### src/rtl/fcau_pkg.sv
// Shared types and constants of the FAT cluster address unit.
package fcau_pkg;

  typedef enum logic [1:0] {
    KIND_FAT12 = 2'd0,
    KIND_FAT16 = 2'd1,
    KIND_FAT32 = 2'd2
  } fat_kind_e;

  typedef enum logic [2:0] {
    REG_BPS    = 3'd0,
    REG_SPC    = 3'd1,
    REG_RSV    = 3'd2,
    REG_COPIES = 3'd3,
    REG_SPF    = 3'd4,
    REG_ROOT   = 3'd5,
    REG_VOL    = 3'd6,
    REG_HIDDEN = 3'd7
  } reg_idx_e;

  typedef enum logic [2:0] {
    DV_IDLE,
    DV_LOAD,
    DV_DIV,
    DV_BASE,
    DV_KIND
  } derive_state_e;

  // FAT type thresholds and entry markers
  localparam logic [11:0] Fat16MinClusters = 12'd4085;
  localparam logic [15:0] Fat32MinClusters = 16'd65525;
  localparam logic [27:0] EndMark12  = 28'h0000FF8;
  localparam logic [27:0] EndMark16  = 28'h000FFF8;
  localparam logic [27:0] EndMark32  = 28'h FFFFFF8;
  localparam logic [27:0] BadMark12  = 28'h0000FF7;
  localparam logic [27:0] BadMark16  = 28'h000FFF7;
  localparam logic [27:0] BadMark32  = 28'h FFFFFF7;

  // Geometry seen by the datapath
  typedef struct packed {
    logic [12:0] bps;
    logic [7:0]  spc;
    logic [15:0] rsv;
    logic [31:0] hidden;
    logic [31:0] base;
    fat_kind_e   kind;
    logic        busy;
  } cfg_t;

  // Classified item waiting for the divider
  typedef struct packed {
    fat_kind_e   kind;
    logic [31:0] offset;
    logic [27:0] next;
    logic        chain_end;
    logic        bad;
    logic [31:0] dsec;
    logic        oor;
  } entry_t;

endpackage

### src/rtl/fcau_if.sv
// Valid/ready channel interfaces for lookup requests and results.
interface fcau_in_if;
  logic        valid;
  logic        ready;
  logic [27:0] cluster;
  logic [7:0]  sector_index;
  logic [31:0] fat_raw;
  modport source (output valid, cluster, sector_index, fat_raw, input ready);
  modport sink (input valid, cluster, sector_index, fat_raw, output ready);
endinterface

interface fcau_out_if;
  logic        valid;
  logic        ready;
  logic [1:0]  fat_kind;
  logic [31:0] fat_sector;
  logic [11:0] fat_byte_offset;
  logic [27:0] next_cluster;
  logic        chain_end;
  logic        cluster_bad;
  logic [31:0] data_sector;
  logic        index_out_of_range;
  modport source (output valid, fat_kind, fat_sector, fat_byte_offset, next_cluster,
                  chain_end, cluster_bad, data_sector, index_out_of_range, input ready);
  modport sink (input valid, fat_kind, fat_sector, fat_byte_offset, next_cluster,
                chain_end, cluster_bad, data_sector, index_out_of_range, output ready);
endinterface

### src/rtl/fcau_cfg.sv
// Configuration registers and geometry derivation sequencer.
module fcau_cfg import fcau_pkg::*; (
  input  logic        clk_i,
  input  logic        rst_ni,
  input  logic        psel,
  input  logic        penable,
  input  logic        pwrite,
  input  logic [4:0]  paddr,
  input  logic [31:0] pwdata,
  output logic [31:0] prdata,
  output logic        pready,
  output cfg_t        cfg_o
);

  logic [12:0] bps_q;
  logic [7:0]  spc_q;
  logic [15:0] rsv_q;
  logic [2:0]  copies_q;
  logic [31:0] spf_q;
  logic [15:0] root_ent_q;
  logic [31:0] vol_q;
  logic [31:0] hidden_q;

  logic [15:0] root_q, root_d;
  logic [31:0] base_q, base_d;
  logic [34:0] base_full_q, base_full_d;
  fat_kind_e   kind_q, kind_d;
  derive_state_e st_q, st_d;
  logic [4:0]  dcnt_q, dcnt_d;
  logic [21:0] dnum_q, dnum_d;
  logic [12:0] drem_q, drem_d;

  logic       wr;
  reg_idx_e   idx;
  logic [13:0] t;
  logic [32:0] dsecs;
  logic [19:0] lim16;
  logic [23:0] lim32;

  assign wr     = psel && penable && pwrite;
  assign idx    = reg_idx_e'(paddr[4:2]);
  assign pready = 1'b1;

  // register file
  always_ff @(posedge clk_i or negedge rst_ni) begin
    if (!rst_ni) begin
      bps_q      <= 13'd512;
      spc_q      <= 8'd1;
      rsv_q      <= 16'd1;
      copies_q   <= 3'd2;
      spf_q      <= 32'd9;
      root_ent_q <= 16'd224;
      vol_q      <= 32'd2880;
      hidden_q   <= 32'd0;
    end else if (wr) begin
      unique case (idx)
        REG_BPS:    bps_q      <= pwdata[12:0];
        REG_SPC:    spc_q      <= pwdata[7:0];
        REG_RSV:    rsv_q      <= pwdata[15:0];
        REG_COPIES: copies_q   <= pwdata[2:0];
        REG_SPF:    spf_q      <= pwdata;
        REG_ROOT:   root_ent_q <= pwdata[15:0];
        REG_VOL:    vol_q      <= pwdata;
        REG_HIDDEN: hidden_q   <= pwdata;
        default: ;
      endcase
    end
  end

  // read mux
  always_comb begin
    unique case (idx)
      REG_BPS:    prdata = {19'd0, bps_q};
      REG_SPC:    prdata = {24'd0, spc_q};
      REG_RSV:    prdata = {16'd0, rsv_q};
      REG_COPIES: prdata = {29'd0, copies_q};
      REG_SPF:    prdata = spf_q;
      REG_ROOT:   prdata = {16'd0, root_ent_q};
      REG_VOL:    prdata = vol_q;
      REG_HIDDEN: prdata = hidden_q;
      default:    prdata = 32'd0;
    endcase
  end

  // derivation state register
  always_ff @(posedge clk_i or negedge rst_ni) begin
    if (!rst_ni) begin
      st_q        <= DV_IDLE;
      root_q      <= 16'd14;
      base_q      <= 32'd33;
      base_full_q <= 35'd33;
      kind_q      <= KIND_FAT12;
      dcnt_q      <= 5'd0;
      dnum_q      <= 22'd0;
      drem_q      <= 13'd0;
    end else begin
      st_q        <= st_d;
      root_q      <= root_d;
      base_q      <= base_d;
      base_full_q <= base_full_d;
      kind_q      <= kind_d;
      dcnt_q      <= dcnt_d;
      dnum_q      <= dnum_d;
      drem_q      <= drem_d;
    end
  end

  // root size division (one bit a cycle), then base, then FAT type
  always_comb begin
    st_d        = st_q;
    root_d      = root_q;
    base_d      = base_q;
    base_full_d = base_full_q;
    kind_d      = kind_q;
    dcnt_d      = dcnt_q;
    dnum_d      = dnum_q;
    drem_d      = drem_q;
    t           = {drem_q, dnum_q[21]};
    dsecs       = ({1'b0, vol_q} > base_full_q[32:0] && base_full_q[34:33] == 2'd0) ?
                  ({1'b0, vol_q} - base_full_q[32:0]) : 33'd0;
    lim16       = 20'(spc_q) * 20'(Fat16MinClusters);
    lim32       = 24'(spc_q) * 24'(Fat32MinClusters);
    unique case (st_q)
      DV_IDLE: ;
      DV_LOAD: begin
        dnum_d = {1'b0, root_ent_q, 5'd0} + {9'd0, bps_q} - 22'd1;
        drem_d = 13'd0;
        dcnt_d = 5'd0;
        st_d   = DV_DIV;
      end
      DV_DIV: begin
        dnum_d = {dnum_q[20:0], 1'b0};
        if (t >= {1'b0, bps_q}) begin
          drem_d    = 13'(t - {1'b0, bps_q});
          dnum_d[0] = 1'b1;
        end else begin
          drem_d = t[12:0];
        end
        dcnt_d = dcnt_q + 5'd1;
        if (dcnt_q == 5'd21) st_d = DV_BASE;
      end
      DV_BASE: begin
        if (bps_q == 13'd0) root_d = 16'd0;
        else if (dnum_q[21:16] != 6'd0) root_d = 16'hFFFF;
        else root_d = dnum_q[15:0];
        base_full_d = {19'd0, rsv_q} + 35'(copies_q) * 35'(spf_q) + {19'd0, root_d};
        base_d      = base_full_d[31:0];
        st_d        = DV_KIND;
      end
      DV_KIND: begin
        if (spc_q == 8'd0 || dsecs < 33'(lim16)) kind_d = KIND_FAT12;
        else if (dsecs < 33'(lim32)) kind_d = KIND_FAT16;
        else kind_d = KIND_FAT32;
        st_d = DV_IDLE;
      end
      default: st_d = DV_IDLE;
    endcase
    if (wr) st_d = DV_LOAD;
  end

  assign cfg_o = '{bps: bps_q, spc: spc_q, rsv: rsv_q, hidden: hidden_q, base: base_q,
                   kind: kind_q, busy: (st_q != DV_IDLE)};

endmodule

### src/rtl/fcau_front.sv
// Front end: accepts items, decodes the FAT entry and forms the data sector.
module fcau_front import fcau_pkg::*; (
  fcau_in_if.sink in_ch,
  input  cfg_t    cfg_i,
  input  logic    q_full_i,
  output logic    push_o,
  output entry_t  entry_o
);

  logic [31:0] cl;
  logic [15:0] w;
  logic [31:0] prod;

  assign in_ch.ready = !cfg_i.busy && !q_full_i;
  assign push_o      = in_ch.valid && in_ch.ready;
  assign cl          = {4'd0, in_ch.cluster};
  assign w           = in_ch.fat_raw[15:0];
  assign prod        = (cl - 32'd2) * {24'd0, cfg_i.spc};

  // classify by FAT type
  always_comb begin
    entry_o.kind = cfg_i.kind;
    case (cfg_i.kind)
      KIND_FAT12: begin
        entry_o.offset    = cl + (cl >> 1);
        entry_o.next      = in_ch.cluster[0] ? {16'd0, w[15:4]} : {16'd0, w[11:0]};
        entry_o.chain_end = entry_o.next >= EndMark12;
        entry_o.bad       = entry_o.next == BadMark12;
      end
      KIND_FAT16: begin
        entry_o.offset    = {cl[30:0], 1'b0};
        entry_o.next      = {12'd0, w};
        entry_o.chain_end = entry_o.next >= EndMark16;
        entry_o.bad       = entry_o.next == BadMark16;
      end
      default: begin
        entry_o.offset    = {cl[29:0], 2'b00};
        entry_o.next      = in_ch.fat_raw[27:0];
        entry_o.chain_end = entry_o.next >= EndMark32;
        entry_o.bad       = entry_o.next == BadMark32;
      end
    endcase
    entry_o.oor  = in_ch.sector_index >= cfg_i.spc;
    entry_o.dsec = entry_o.oor ? 32'd0 :
                   cfg_i.hidden + cfg_i.base + prod + {24'd0, in_ch.sector_index};
  end

endmodule

### src/rtl/fcau_queue.sv
// Short FIFO between front end and divider back end.
module fcau_queue import fcau_pkg::*; #(
  parameter int Depth = 2
) (
  input  logic   clk_i,
  input  logic   rst_ni,
  input  logic   push_i,
  input  entry_t data_i,
  input  logic   pop_i,
  output entry_t data_o,
  output logic   valid_o,
  output logic   full_o
);

  localparam int PtrW = (Depth > 1) ? $clog2(Depth) : 1;
  localparam int CntW = $clog2(Depth + 1);

  entry_t mem_q [Depth];
  logic [PtrW-1:0] wp_q, rp_q;
  logic [CntW-1:0] cnt_q;

  assign valid_o = cnt_q != '0;
  assign full_o  = cnt_q == CntW'(Depth);
  assign data_o  = mem_q[rp_q];

  always_ff @(posedge clk_i) begin
    if (push_i) mem_q[wp_q] <= data_i;
  end

  // pointers and fill count
  always_ff @(posedge clk_i or negedge rst_ni) begin
    if (!rst_ni) begin
      wp_q  <= '0;
      rp_q  <= '0;
      cnt_q <= '0;
    end else begin
      if (push_i) wp_q <= (wp_q == PtrW'(Depth - 1)) ? '0 : wp_q + 1'b1;
      if (pop_i)  rp_q <= (rp_q == PtrW'(Depth - 1)) ? '0 : rp_q + 1'b1;
      if (push_i && !pop_i) cnt_q <= cnt_q + 1'b1;
      else if (pop_i && !push_i) cnt_q <= cnt_q - 1'b1;
    end
  end

endmodule

### src/rtl/fcau_back.sv
// Back end: divides the entry offset by the sector size, 8 bits a cycle while the output is not held.
module fcau_back import fcau_pkg::*; (
  input  logic   clk_i,
  input  logic   rst_ni,
  input  cfg_t   cfg_i,
  input  entry_t entry_i,
  input  logic   q_valid_i,
  output logic   pop_o,
  fcau_out_if.source out_ch
);

  logic        busy_q;
  logic [1:0]  cnt_q;
  logic [31:0] dvd_q;
  logic [12:0] rem_q;
  entry_t      ent_q;
  logic        ov_q;

  logic [31:0] d;
  logic [12:0] r;
  logic [13:0] t;
  logic        last, xfer, step;

  // eight restoring division steps
  always_comb begin
    d = dvd_q;
    r = rem_q;
    t = '0;
    for (int i = 0; i < 8; i++) begin
      t = {r, d[31]};
      d = {d[30:0], 1'b0};
      if (t >= {1'b0, cfg_i.bps}) begin
        r    = 13'(t - {1'b0, cfg_i.bps});
        d[0] = 1'b1;
      end else begin
        r = t[12:0];
      end
    end
  end

  assign last  = busy_q && cnt_q == 2'd3;
  assign xfer  = last && (!ov_q || out_ch.ready);
  assign step  = busy_q && (!last || xfer);
  assign pop_o = q_valid_i && (!busy_q || xfer);

  always_ff @(posedge clk_i or negedge rst_ni) begin
    if (!rst_ni) begin
      busy_q <= 1'b0;
      cnt_q  <= 2'd0;
      ov_q   <= 1'b0;
    end else begin
      if (pop_o) begin
        busy_q <= 1'b1;
        cnt_q  <= 2'd0;
      end else if (xfer) begin
        busy_q <= 1'b0;
      end else if (step) begin
        cnt_q <= cnt_q + 2'd1;
      end
      if (xfer) ov_q <= 1'b1;
      else if (out_ch.ready) ov_q <= 1'b0;
    end
  end

  // divider datapath and output register
  always_ff @(posedge clk_i) begin
    if (pop_o) begin
      ent_q <= entry_i;
      dvd_q <= entry_i.offset;
      rem_q <= 13'd0;
    end else if (step) begin
      dvd_q <= d;
      rem_q <= r;
    end
    if (xfer) begin
      out_ch.fat_kind           <= ent_q.kind;
      out_ch.fat_sector         <= {16'd0, cfg_i.rsv} +
                                   ((cfg_i.bps == 13'd0) ? 32'd0 : d);
      out_ch.fat_byte_offset    <= (cfg_i.bps == 13'd0) ? 12'd0 : r[11:0];
      out_ch.next_cluster       <= ent_q.next;
      out_ch.chain_end          <= ent_q.chain_end;
      out_ch.cluster_bad        <= ent_q.bad;
      out_ch.data_sector        <= ent_q.dsec;
      out_ch.index_out_of_range <= ent_q.oor;
    end
  end

  assign out_ch.valid = ov_q;

endmodule

### src/rtl/fat_cluster_address_unit.sv
// FAT cluster address unit: an accepted item passes through the queue, the offset divider
// and the output register; the divider takes its next item as it hands the last result on,
// and retires 8 quotient bits a cycle while the output is not held. Reset loads the default
// floppy geometry with its derived values ready at once. After each register write the input
// is held not ready while the root size, data base and FAT type are rederived.
module fat_cluster_address_unit import fcau_pkg::*; #(
  parameter int QueueDepth = 2
) (
  input  logic        clk_i,
  input  logic        rst_ni,
  fcau_in_if.sink     in_ch,
  fcau_out_if.source  out_ch,
  input  logic        psel,
  input  logic        penable,
  input  logic        pwrite,
  input  logic [4:0]  paddr,
  input  logic [31:0] pwdata,
  output logic [31:0] prdata,
  output logic        pready
);

  cfg_t   cfg;
  entry_t f_entry, q_entry;
  logic   push, pop, q_valid, q_full;

  fcau_cfg u_cfg (
    .clk_i, .rst_ni, .psel, .penable, .pwrite, .paddr, .pwdata, .prdata, .pready,
    .cfg_o(cfg)
  );

  fcau_front u_front (
    .in_ch, .cfg_i(cfg), .q_full_i(q_full), .push_o(push), .entry_o(f_entry)
  );

  fcau_queue #(.Depth(QueueDepth)) u_queue (
    .clk_i, .rst_ni, .push_i(push), .data_i(f_entry), .pop_i(pop),
    .data_o(q_entry), .valid_o(q_valid), .full_o(q_full)
  );

  fcau_back u_back (
    .clk_i, .rst_ni, .cfg_i(cfg), .entry_i(q_entry), .q_valid_i(q_valid),
    .pop_o(pop), .out_ch
  );

endmodule

### src/flat_wrapper.sv
// flat-port wrapper written by rule: the top's interface ports become plain ports
module fat_cluster_address_unit_flat import fcau_pkg::*;
#(
  parameter int QueueDepth = 2
)
  (clk_i, rst_ni, psel, penable, pwrite, paddr, pwdata, prdata, pready, in_ch_valid, in_ch_cluster, in_ch_sector_index, in_ch_fat_raw, in_ch_ready, out_ch_valid, out_ch_fat_kind, out_ch_fat_sector, out_ch_fat_byte_offset, out_ch_next_cluster, out_ch_chain_end, out_ch_cluster_bad, out_ch_data_sector, out_ch_index_out_of_range, out_ch_ready);
  fcau_in_if in_ch_i ();
  fcau_out_if out_ch_i ();
  input  logic clk_i;
  input  logic rst_ni;
  input  logic psel;
  input  logic penable;
  input  logic pwrite;
  input  logic [4:0] paddr;
  input  logic [31:0] pwdata;
  output logic [31:0] prdata;
  output logic pready;
  input wire logic [$bits(in_ch_i.valid)-1:0] in_ch_valid;
  input wire logic [$bits(in_ch_i.cluster)-1:0] in_ch_cluster;
  input wire logic [$bits(in_ch_i.sector_index)-1:0] in_ch_sector_index;
  input wire logic [$bits(in_ch_i.fat_raw)-1:0] in_ch_fat_raw;
  output wire logic [$bits(in_ch_i.ready)-1:0] in_ch_ready;
  output wire logic [$bits(out_ch_i.valid)-1:0] out_ch_valid;
  output wire logic [$bits(out_ch_i.fat_kind)-1:0] out_ch_fat_kind;
  output wire logic [$bits(out_ch_i.fat_sector)-1:0] out_ch_fat_sector;
  output wire logic [$bits(out_ch_i.fat_byte_offset)-1:0] out_ch_fat_byte_offset;
  output wire logic [$bits(out_ch_i.next_cluster)-1:0] out_ch_next_cluster;
  output wire logic [$bits(out_ch_i.chain_end)-1:0] out_ch_chain_end;
  output wire logic [$bits(out_ch_i.cluster_bad)-1:0] out_ch_cluster_bad;
  output wire logic [$bits(out_ch_i.data_sector)-1:0] out_ch_data_sector;
  output wire logic [$bits(out_ch_i.index_out_of_range)-1:0] out_ch_index_out_of_range;
  input wire logic [$bits(out_ch_i.ready)-1:0] out_ch_ready;
  assign in_ch_i.valid = in_ch_valid;
  assign in_ch_i.cluster = in_ch_cluster;
  assign in_ch_i.sector_index = in_ch_sector_index;
  assign in_ch_i.fat_raw = in_ch_fat_raw;
  assign in_ch_ready = in_ch_i.ready;
  assign out_ch_valid = out_ch_i.valid;
  assign out_ch_fat_kind = out_ch_i.fat_kind;
  assign out_ch_fat_sector = out_ch_i.fat_sector;
  assign out_ch_fat_byte_offset = out_ch_i.fat_byte_offset;
  assign out_ch_next_cluster = out_ch_i.next_cluster;
  assign out_ch_chain_end = out_ch_i.chain_end;
  assign out_ch_cluster_bad = out_ch_i.cluster_bad;
  assign out_ch_data_sector = out_ch_i.data_sector;
  assign out_ch_index_out_of_range = out_ch_i.index_out_of_range;
  assign out_ch_i.ready = out_ch_ready;
  fat_cluster_address_unit #(.QueueDepth(QueueDepth)) u_core (.clk_i(clk_i), .rst_ni(rst_ni), .in_ch(in_ch_i), .out_ch(out_ch_i), .psel(psel), .penable(penable), .pwrite(pwrite), .paddr(paddr), .pwdata(pwdata), .prdata(prdata), .pready(pready));
endmodule
### config.mk
export PLATFORM = sky130hd
export DESIGN_NAME = fat_cluster_address_unit_flat
export DESIGN_NICKNAME = d
export VERILOG_FILES = /design/src/rtl/fcau_pkg.sv /design/src/rtl/fcau_if.sv /design/src/rtl/fcau_cfg.sv /design/src/rtl/fcau_front.sv /design/src/rtl/fcau_queue.sv /design/src/rtl/fcau_back.sv /design/src/rtl/fat_cluster_address_unit.sv /design/src/flat_wrapper.sv
export SDC_FILE = /design/constraint.sdc
export NUM_CORES = 2
export LEC_CHECK = 0
export BUFFER_PORTS_ARGS = -buffer_cell sky130_fd_sc_hd__buf_2
export CAP_MARGIN = 20
export CORE_MARGIN = 2
export CORE_UTILIZATION = 25
export DETAILED_ROUTE_END_ITERATION = 7
export MAX_ROUTING_LAYER = met4
export SLEW_MARGIN = 5
export SYNTH_ARGS = -nofsm -noshare
export SYNTH_HDL_FRONTEND = slang
export SYNTH_SLANG_ARGS = --single-unit
### constraint.sdc
create_clock -name clk_i -period 44.2 [get_ports clk_i]
set_input_delay 8.84 -clock clk_i [delete_from_list [all_inputs] [get_ports clk_i]]
set_output_delay 8.84 -clock clk_i [all_outputs]
set_load 0.05 [all_outputs]
==> flow_metrics.py <==
metrics = {
    "status": {
        "outcome": "finished clean",
    },
    "detailed_routing": {
        "drtIter0Drc": 3148,
        "vias": 41000,
        "final_antenna_net_count": 0,
        "vias_per_cell": 4.80,
        "wl_per_cell_um": 19.8,
        "post-route-drc-count": 0,
        "wirelength_um": 169000,
        "first_pass_iters": 6,
    },
    "floorplanning": {
        "dieArea_mm2": 0.219,
        "core_area_mm2": 0.214,
        "die-width_um": 468,
        "start_util_pct": 25.1,
        "io_pins": 256,
        "die_y_um": 468,
        "rows": 170,
    },
    "synthesis": {
        "yosys.area.top_type": "edfxtp_1",
        "ys_warn_count": 0,
        "yosysSeqAreaShare_pct": 33.8,
        "synth_edf_count": 396,
        "netlist_area_mm2": 0.0538,
        "async_flop_share_pct": 37.0,
        "synthFlopType": "edfxtp_1",
        "ys_types": 102,
        "synth_top_area_share_pct": 22.1,
        "syn_inst": 5389,
        "synthesis.nets": 6331,
        "ys_ff_latch": 649,
        "synth_area_leaders": "edfxtp_1 (22%), fa_1 (13%), ha_1 (11%), dfrtp_1 (10%), mux2_2 (4.2%)",
        "avgSynthCellArea_um2": 9.98,
    },
    "worst_setup_path": {
        "rr_worst_depth": 103,
        "crit_type": "flip-flop to flip-flop",
        "critPathRequiredTime_ps": 44610,
        "critPathMaxFanout": 26,
        "slowest_stage": "dfrtp_1",
        "r2r_end": "u_core.u_back.out_ch.fat_sector[24]",
        "cp-startpoint": "u_core.u_cfg.bps_q[0]",
        "cp.arrival_ps": 29530,
        "r2r_setup_slack_ps": 15080,
        "reg2reg_from": "u_core.u_cfg.bps_q[0]",
        "crit_path_end_kind": "flip-flop",
        "critical_path.most_common_cell": "o21ai_0",
        "start_kind": "flip-flop",
        "slowest_delay_ps": 960,
    },
    "timing": {
        "fin_ws_ps": 15080,
        "finClkSkew_ps": 43.0,
        "fmax_mhz": 34.3,
        "hold_viol_final": 0,
        "tightest_slew_ps": 1230,
        "tns_ps": 0,
        "drv_slew": 0,
        "setup_viol": 0,
        "max-slew-margin-rel_pct": 17.3,
        "rsz0062_at_grt": "no",
        "period_share_pct": 65.9,
        "fin_crit_ps": 29120,
    },
    "clock_tree": {
        "clock_path_buffers": 3,
        "clock_latency_ps": 700,
        "cts_hold_buf": 0,
        "htreeDepth": 3,
        "cts-resized-gates": 0,
        "clkSinkCount": 649,
        "cts_buffers": 77,
        "root_buffer": "clkbuf_16",
        "cts_tree": "done",
        "clk_pin_slew_ps": 60,
        "cts_setup_buffers": 0,
    },
    "place": {
        "place_congestion": 0.916,
        "dp_worst_setup_slack_ps": 15510,
        "io_buffers": 248,
        "place_hpwl_um": 132000,
        "place_area_mm2": 0.0586,
        "dp.cells": 8381,
    },
    "finish": {
        "area_growth_pct": 13.9,
        "fin_area_mm2": 0.0613,
        "final_layout_size_suffix_gt1_share_pct": 13.5,
        "nFillCells": 22300,
        "layout_commonest_cell": "inv_1",
        "mostFrequentLayoutCells": "inv_1 (567), nand2_1 (534), ha_1 (494)",
        "layout.nets": 6569,
        "stdcell_count": 8541,
    },
    "global_route": {
        "grt_start_max_net_pins": 74,
        "grt_usage_pct": 15.7,
        "first_global_vias": 40600,
        "grt_pass1_wl_um": 254000,
        "antenna_found_initial": 50,
        "grt-ovfl-total": 0,
    },
    "min_path": {
        "min_path_cells": 0,
        "hold_end": "u_core.u_back.out_ch.data_sector[8]",
        "hold_class": "flip-flop to flip-flop",
        "min-delay-start": "u_core.u_back.ent_q[9]",
    },
    "job": {
        "maxCapViolCount": 0,
    },
}
## flip-flops by register name, indices dropped and copies added (netlist names), 3 cells and up
signal / count
u_core.u_back.dvd_q: 32
u_core.u_back.ent_q: 65
u_core.u_back.out_ch.data_sector: 32
u_core.u_back.out_ch.fat_byte_offset: 12
u_core.u_back.out_ch.fat_sector: 32
u_core.u_back.out_ch.next_cluster: 28
u_core.u_back.rem_q: 13
u_core.u_cfg.base_full_q: 4
u_core.u_cfg.base_q: 31
u_core.u_cfg.bps_q: 13
u_core.u_cfg.copies_q: 3
u_core.u_cfg.dcnt_q: 5
u_core.u_cfg.dnum_q: 22
u_core.u_cfg.drem_q: 13
u_core.u_cfg.hidden_q: 32
u_core.u_cfg.root_ent_q: 16
u_core.u_cfg.rsv_q: 16
u_core.u_cfg.spc_q: 8
u_core.u_cfg.spf_q: 32
u_core.u_cfg.st_q: 3
u_core.u_cfg.vol_q: 32
u_core.u_queue.mem_q: 190
## metrics by stage
stage	utilization (%)	hold slack (ps)
2_1_floorplan	-	400
3_3_place_gp	27.3	401
3_5_place_dp	27.3	405
4_1_cts	28.6	403
5_1_grt	28.6	404
6_report	28.6	415
## layout make-up
type | count | area, µm² | share of cell area, %
multi-input cells | 3998 | 32900 | 53.6
flip-flops and latches | 649 | 18200 | 29.7
well taps | 2838 | 3550 | 5.79
inverters | 573 | 2160 | 3.52
clock buffers | 92 | 2070 | 3.38
repair buffers | 328 | 1850 | 3.02
clock inverters | 48 | 586 | 0.955
diodes | 15 | 37.5 | 0.0612
## per-layer routing
metal | routed length [µm] | track usage, % | up-vias
li1 | - | - | 19200
met1 | 74900 | 20.7 | 20300
met2 | 77700 | 24.7 | 1243
met3 | 10900 | 2.73 | 273
met4 | 5800 | 4.73 | 0
met5 | 0 | - | -
## logic make-up (layout without fill, tap and decap cells)
| group | count (synthesis) | count (layout) | share of synthesized area (%) |
|---|---|---|---|
| compound gates | 1103 | 1103 | 12.9 |
| fa+ha+maj | 830 | 830 | 24.0 |
| buf+inv | 742 | 1041 | 5.26 |
| xor+xnor | 282 | 282 | 4.64 |
| mux | 313 | 313 | 6.70 |
| simple gates | 1469 | 1469 | 12.7 |
| other cells | 1 | 16 | 0.00697 |
| flops | 649 | 649 | 33.8 |
## cells in the mapped netlist, drive strengths merged, types with 35 or more instances
cell type and instances:
a211oi 53, a21o 112, a21oi 297, and2 123
clkbuf 141, dfrtp 225, edfxtp 396, fa 336
ha 494, inv 570, mux2 207, mux2i 91
nand2 535, nand2b 62, nand3 66, nand4 48
nor2 360, nor2b 86, nor3 77, o21a 40
o21ai 309, o22ai 35, xnor2 178, xor2 102
## critical path, delay by kind of cell (launching register included)
family | cells | cell delay (ps)
muxes | 3 | 740
and+or+nand+nor | 19 | 5140
DFF | 1 | 960
adders and majority gates | 11 | 3910
AOI/OAI and AO/OA | 64 | 17060
buffers and inverters | 6 | 940
## worst max-delay path by stage
stage | end | slack, ps | cells past startpoint
4_1_cts | u_core.u_back.out_ch.fat_sector[24] | 15380 | 103
6_report | u_core.u_back.out_ch.fat_sector[24] | 15080 | 103
2_1_floorplan | u_core.u_back.out_ch.fat_sector[24] | 21620 | 104
3_3_place_gp | u_core.u_back.out_ch.fat_sector[28] | 15830 | 103
5_1_grt | u_core.u_back.out_ch.fat_sector[28] | 12960 | 103
3_5_place_dp | u_core.u_back.out_ch.fat_sector[24] | 15510 | 103
Power is not shown: default switching activity piles up to over one toggle a cycle in this logic, so the estimate is an artifact.
